`config.mk`:
```
export PLATFORM = sky130hd
export DESIGN_NAME = json_escaped_quote_filter_flat
export DESIGN_NICKNAME = d
export VERILOG_FILES = /design/src/hdl/jeqf_pkg.sv /design/src/hdl/jeqf_if.sv /design/src/hdl/json_escaped_quote_filter.sv /design/src/hdl/jeqf_lane.sv /design/src/hdl/jeqf_merge.sv /design/src/flat_wrapper.sv
export SDC_FILE = /design/constraint.sdc
export NUM_CORES = 1
export LEC_CHECK = 0
export BUFFER_PORTS_ARGS = -buffer_cell sky130_fd_sc_hd__buf_2
export CORE_UTILIZATION = 50
export DETAILED_ROUTE_END_ITERATION = 16
export GPL_TIMING_DRIVEN = 1
export HOLD_SLACK_MARGIN = 0.02
export PLACE_DENSITY = 0.77
export SYNTH_ARGS = -nofsm -noshare
export SYNTH_HDL_FRONTEND = slang
export SYNTH_SLANG_ARGS = --single-unit
```
`constraint.sdc`:
```
create_clock -name clk -period 6.08 [get_ports clk]
set_input_delay 1.216 -clock clk [delete_from_list [all_inputs] [get_ports clk]]
set_output_delay 1.216 -clock clk [all_outputs]
set_load 0.01 [all_outputs]
```
`src/hdl/jeqf_pkg.sv`:
```
// Package for the escaped-quote filter: field widths, lane width and the
// per-lane result type. No dependencies.
package jeqf_pkg;

  localparam int FIELD_BITS = 32;
  localparam int LANE_BITS  = 8;

  typedef struct packed {
    logic [LANE_BITS-1:0] keep;
    logic                 odd_out;
  } lane_res_t;

endpackage

```
`src/hdl/jeqf_if.sv`:
```
// Valid/ready channel interfaces for the escaped-quote filter.
// Depends on jeqf_pkg.
interface jeqf_in_if;
  import jeqf_pkg::*;
  logic                  valid;
  logic                  ready;
  logic [FIELD_BITS-1:0] quote_mask;
  logic [FIELD_BITS-1:0] backslash_mask;
  logic                  end_of_text;

  modport source (output valid, quote_mask, backslash_mask, end_of_text, input ready);
  modport sink   (input valid, quote_mask, backslash_mask, end_of_text, output ready);
endinterface

interface jeqf_out_if;
  import jeqf_pkg::*;
  logic                  valid;
  logic                  ready;
  logic [FIELD_BITS-1:0] real_quote_mask;

  modport source (output valid, real_quote_mask, input ready);
  modport sink   (input valid, real_quote_mask, output ready);
endinterface

```
`src/hdl/json_escaped_quote_filter.sv`:
```
// Escaped-quote filter top level: one bitmap word per transfer in, one
// filtered quote mask per transfer out. Depends on jeqf_pkg, jeqf_if,
// jeqf_lane and jeqf_merge.
//
// The block takes one word every cycle while its skid buffer is empty, and
// returns each result from an output register backed by a one-entry skid
// buffer, so one more word is taken while a result waits. The word is split
// into lanes of eight characters that each resolve both possible incoming
// backslash parities; the merging stage then ripples the parity across the
// lanes and on into the carry register, and that chain sets the clock
// limit. Only the low WORD_BITS characters are examined; a backslash run
// that reaches the end of a word carries into the next word unless the
// word is flagged as the end of a text.
module json_escaped_quote_filter #(
  parameter int WORD_BITS = 32
) (
  input  logic         clk,
  input  logic         rst,
  jeqf_in_if.sink      words,
  jeqf_out_if.source   results
);
  import jeqf_pkg::*;

  localparam int NUM_LANES = (WORD_BITS + LANE_BITS - 1) / LANE_BITS;

  logic [WORD_BITS-1:0]           quotes_w;
  logic [WORD_BITS-1:0]           slashes_w;
  lane_res_t                      res_even [NUM_LANES];
  lane_res_t                      res_odd  [NUM_LANES];
  logic [NUM_LANES*LANE_BITS-1:0] keep_all;
  logic                           carry_out;
  logic [FIELD_BITS-1:0]          filtered;
  logic                           carry_odd_run;
  logic                           out_valid;
  logic [FIELD_BITS-1:0]          out_data;
  logic                           skid_valid;
  logic [FIELD_BITS-1:0]          skid_data;
  logic                           accept;
  logic                           out_free;

  assign quotes_w  = WORD_BITS'(words.quote_mask);
  assign slashes_w = WORD_BITS'(words.backslash_mask);

  for (genvar l = 0; l < NUM_LANES; l++) begin : g_lane
    localparam int LW = (WORD_BITS - l * LANE_BITS) < LANE_BITS ?
                        (WORD_BITS - l * LANE_BITS) : LANE_BITS;
    jeqf_lane #(.WIDTH(LW)) u_lane (
      .quotes   (quotes_w[l*LANE_BITS +: LW]),
      .slashes  (slashes_w[l*LANE_BITS +: LW]),
      .res_even (res_even[l]),
      .res_odd  (res_odd[l])
    );
  end

  jeqf_merge #(.NUM_LANES(NUM_LANES)) u_merge (
    .res_even  (res_even),
    .res_odd   (res_odd),
    .carry_in  (carry_odd_run),
    .keep      (keep_all),
    .carry_out (carry_out)
  );

  assign filtered = FIELD_BITS'(keep_all[WORD_BITS-1:0]);

  assign words.ready             = ~skid_valid;
  assign accept                  = words.valid & ~skid_valid;
  assign out_free                = ~out_valid | results.ready;
  assign results.valid           = out_valid;
  assign results.real_quote_mask = out_data;

  always_ff @(posedge clk) begin
    if (rst) begin
      carry_odd_run <= 1'b0;
      out_valid     <= 1'b0;
      skid_valid    <= 1'b0;
    end else begin
      if (accept) begin
        carry_odd_run <= words.end_of_text ? 1'b0 : carry_out;
      end
      if (out_free) begin
        out_valid  <= skid_valid | accept;
        skid_valid <= 1'b0;
      end else if (accept) begin
        skid_valid <= 1'b1;
      end
    end
  end

  always_ff @(posedge clk) begin
    if (out_free) begin
      out_data <= skid_valid ? skid_data : filtered;
    end else if (accept) begin
      skid_data <= filtered;
    end
  end

endmodule

```
`src/hdl/jeqf_lane.sv`:
```
// One lane of the filter: scans a slice of the word for both possible
// incoming run parities. Depends on jeqf_pkg.
module jeqf_lane #(
  parameter int WIDTH = 8
) (
  input  logic [WIDTH-1:0]  quotes,
  input  logic [WIDTH-1:0]  slashes,
  output jeqf_pkg::lane_res_t res_even,
  output jeqf_pkg::lane_res_t res_odd
);
  import jeqf_pkg::*;

  function automatic lane_res_t scan(input logic start, input logic [WIDTH-1:0] q,
                                     input logic [WIDTH-1:0] s);
    lane_res_t r;
    logic      odd;
    r   = '0;
    odd = start;
    for (int i = 0; i < WIDTH; i++) begin
      r.keep[i] = q[i] & ~odd;
      odd       = s[i] & ~odd;
    end
    r.odd_out = odd;
    return r;
  endfunction

  assign res_even = scan(1'b0, quotes, slashes);
  assign res_odd  = scan(1'b1, quotes, slashes);

endmodule

```
`src/hdl/jeqf_merge.sv`:
```
// Merging stage: ripples the run parity across lanes and picks each lane's
// matching result. Depends on jeqf_pkg.
module jeqf_merge #(
  parameter int NUM_LANES = 4
) (
  input  jeqf_pkg::lane_res_t                       res_even [NUM_LANES],
  input  jeqf_pkg::lane_res_t                       res_odd  [NUM_LANES],
  input  logic                                      carry_in,
  output logic [NUM_LANES*jeqf_pkg::LANE_BITS-1:0]  keep,
  output logic                                      carry_out
);
  import jeqf_pkg::*;

  always_comb begin
    logic odd;
    odd  = carry_in;
    keep = '0;
    for (int l = 0; l < NUM_LANES; l++) begin
      if (odd) begin
        keep[l*LANE_BITS +: LANE_BITS] = res_odd[l].keep;
        odd = res_odd[l].odd_out;
      end else begin
        keep[l*LANE_BITS +: LANE_BITS] = res_even[l].keep;
        odd = res_even[l].odd_out;
      end
    end
    carry_out = odd;
  end

endmodule

```
`src/flat_wrapper.sv`:
```
// flat-port wrapper written by rule: the top's interface ports become plain ports
module json_escaped_quote_filter_flat import jeqf_pkg::*;
#(
  parameter int WORD_BITS = 32
)
  (clk, rst, words_valid, words_quote_mask, words_backslash_mask, words_end_of_text, words_ready, results_valid, results_real_quote_mask, results_ready);
  jeqf_in_if words_i ();
  jeqf_out_if results_i ();
  input  logic clk;
  input  logic rst;
  input wire logic [$bits(words_i.valid)-1:0] words_valid;
  input wire logic [$bits(words_i.quote_mask)-1:0] words_quote_mask;
  input wire logic [$bits(words_i.backslash_mask)-1:0] words_backslash_mask;
  input wire logic [$bits(words_i.end_of_text)-1:0] words_end_of_text;
  output wire logic [$bits(words_i.ready)-1:0] words_ready;
  output wire logic [$bits(results_i.valid)-1:0] results_valid;
  output wire logic [$bits(results_i.real_quote_mask)-1:0] results_real_quote_mask;
  input wire logic [$bits(results_i.ready)-1:0] results_ready;
  assign words_i.valid = words_valid;
  assign words_i.quote_mask = words_quote_mask;
  assign words_i.backslash_mask = words_backslash_mask;
  assign words_i.end_of_text = words_end_of_text;
  assign words_ready = words_i.ready;
  assign results_valid = results_i.valid;
  assign results_real_quote_mask = results_i.real_quote_mask;
  assign results_i.ready = results_ready;
  json_escaped_quote_filter #(.WORD_BITS(WORD_BITS)) u_core (.clk(clk), .rst(rst), .words(words_i), .results(results_i));
endmodule
```
==> key figures <==
Global route
  • Global-route wire length before repair: 10.17 mm
  • Pin count of the biggest net entering global routing: 36
  • Gr usage total: 0.2135
  • Vias in the first global route: 2153
  • Grt ovf: 0
  • Antenna violations before repair: 0

Logic synthesis
  • Synth Register Bits: 67
  • Synth Warn #: 0
  • Largest family of logic cells by synthesized area: simple AND/OR/NAND/NOR gates
  • Seq/Total Area, Yosys: 0.6439
  • Most frequent cells after synthesis: 64 x edfxtp_1, 21 x mux2_2, 21 x nand2_1
  • Synth area leaders: edfxtp_1 62%, mux2_2 7.7%, and2_1 2.8%
  • Post-synthesis instance total: 220
  • Post-synthesis adder-cell area fraction: 0
  • Asr flop ratio synth: 0
  • Post-synthesis simple-gate area fraction: 0.1264
  • Synth Area in XOR/XNOR: 0
  • Main synth FF type: edfxtp_1
  • Compound-Gate Fraction of Synth Area: 0.1220
  • Count of flip-flops with a built-in enable after synthesis: 64
  • Most common cell in the netlist: edfxtp_1
  • Syn Area/Cell: 13.99 um2
  • Synth cell types: 48
  • Multiplexer share of the synthesized area: 0.09187
  • Post-Syn Nets: 289
  • Synth area leader: edfxtp_1
  • Synth top area share: 0.6244
  • Mapped cell area: 3078 um2

Timing
  • Fmax: 0.3392 GHz
  • Final Hold Vio Count: 0
  • RSZ-0062 raised after global routing: false
  • # setup viols final: 0
  • Setup ws final: 3.132 ns
  • Final worst-path cycle share: 0.4849
  • Worst Tran Pin Value: 0.9447 ns
  • TNS Setup: 0 ns
  • Skew final: 0.008633 ns
  • Slew headroom: 0.3687
  • Final Max Slew Viols: 0
  • Post-layout min period: 2.948 ns

Worst setup path
  • Critical path type: in2reg
  • Critical Path Start Type: input pin
  • Kind of capture point of the worst setup path: register
  • Worst Path Required: 6.04 ns
  • Crit Path Max Fanout: 35
  • Cell Chain, Critical Path: buf_2, nand2b_2, nor2_4
  • Worst Path Arrival: 2.90 ns
  • Critical path's slowest cell: nor2_4
  • Delay of the slowest critical-path stage: 0.96 ns

Power and ir drop
  • Clock Power Share: 0.341
  • Leakage: 1.618 nW
  • Comb power frac: 0.125
  • Internal Power: 0.7853 mW
  • Sw power: 0.2391 mW
  • Sequential power share: 0.534
  • PwrDens: 264.8 nW/um2
  • Maximum vdd drop: 0.1469 mV
  • Switching part of the total: 0.2334

Drt
  • Vias per cell: 5.307
  • Via Count: 2176
  • Routed wire per std cell: 15.82 um
  • Drt first pass iters: 4
  • DRT iter0 DRCs: 105
  • Post-route ant nets: 0
  • DR DRC count: 0
  • Final wirelength: 6.488 mm

Place
  • DP HPWL: 4.667 mm
  • Dpl cells: 394
  • Pre-CTS WS: 2.753 ns
  • # port buffers: 102
  • Routability cong.: 0.8032

Clocking
  • Hold_buf cts: 0
  • CTS sink cnt: 67
  • Post CTS Setup Buffer Count: 0
  • Post-cts sizing count: 0
  • Worst-Skew Late Latency: 0.33 ns
  • Number of buffers created by CTS: 9
  • CTS clk-pin slew, worst paths: 0.07 ns
  • H-tree levels: 3
  • Clock tree from TritonCTS: built
  • Clock root buffer: clkbuf_8
  • Clock tree buffer depth: 2

Floorplan
  • Total core area: 5921 um2
  • Row count: 28
  • # IOs: 103
  • Initial Util: 0.5199
  • Die height: 80.46 um
  • Die X: 80.46 um
  • Die footprint: 6474 um2

Cells and area
  • Nets: 399
  • Layout area overhead: 25.69%
  • Fin cells: 410
  • Fillers: 439
  • Share of cells above drive strength 1: 0.4627
  • Post-layout util: 0.6534
  • Diodes inserted: 0

Min path
  • Hold/Removal Path Class: reg2reg

Outcome
  • Outcome: complete, no violations

Job
  • Max-Cap Viols: 0
==> state kept, by name, summed over array words and instances (netlist names) <==
register	cells
u_core.skid_valid	1
u_core.skid_data	32
u_core.results.real_quote_mask	32
u_core.carry_odd_run	1
u_core.results.valid	1
==> final timing paths <==
| path | start | end | slack [ns] | depth (start not counted) |
|---|---|---|---|---|
| setup / recovery | results_ready | u_core.skid_data[15] | 3.13 | 3 |
| hold / removal | u_core.carry_odd_run | u_core.carry_odd_run | 0.49 | 2 |
| setup reg to reg | u_core.results.valid | u_core.skid_data[15] | 3.87 | 2 |
| hold reg to reg | u_core.carry_odd_run | u_core.carry_odd_run | 0.49 | 2 |
==> critical path, delay by kind of cell <==
family,cells,cell delay [ns]
buf+inv,1,0.09
simple gates,2,1.58
==> area by class of cell <==
cell class                 count  area, um2  area share
inverter                       9      33.78    0.008732
clock inverter                 6      56.30     0.01455
multi-input combinational    140       1057      0.2733
tap                           75      93.84     0.02426
sequential                    67       1982      0.5123
timing repair buffer         103      518.0      0.1339
clock buffer                  10      127.6     0.03299
==> logic make-up (layout without fill, tap and decap cells) <==
family / count (synthesis) / in the layout
compound gates: 46 / 46
buf+inv: 13 / 128
flops: 67 / 67
mux: 25 / 25
simple gates: 69 / 69
==> per-layer routing <==
layer / wire length (um) / GRT usage / part of all wire / vias up
met3: 265 / 0.03636 / 0.041 / 13
met5: 0 / 0 / 0 / -
met1: 2992 / 0.2921 / 0.46 / 1043
met2: 3081 / 0.3254 / 0.47 / 70
li1: - / - / - / 1050
met4: 148 / 0.1107 / 0.023 / 0
==> metrics by stage <==
stage	power [mW]	area, um2	hold WS, ns
2_1_floorplan	0.6229	3078	0.4394
3_3_place_gp	0.6820	3685	0.4913
3_5_place_dp	0.6851	3685	0.4862
4_1_cts	1.029	3869	0.4983
5_1_grt	1.062	3869	0.5228
6_report	1.024	3869	0.4878
==> power groups by stage <==
stage	Sequential [mW]	Clock [mW]	Combinational, mW
global route	0.549	0.370	0.142
floorplan	0.569	0	0.0542
global placement	0.557	0	0.125
finish	0.547	0.349	0.128
detailed placement	0.557	0	0.128
CTS	0.547	0.353	0.129
==> layout by cell type (no fill, tap or decap), drive strengths merged, types with 2 or more instances in the layout <==
cell type and instances:
a21boi 10, o21ai 8, a41oi 2, clkbuf 10, o31ai 2, o21a 3
buf 103, clkinv 4, and2 16, mux2 23, nand4 2, edfxtp 64
nand2b 5, mux2i 2, nand2 21, nand3 4, a31oi 2, nor2 5
nor3 3, nor2b 6, dfxtp 3, a21oi 4, inv 9, a31o 4
No activity file was read; power rests on OpenSTA's default activity.
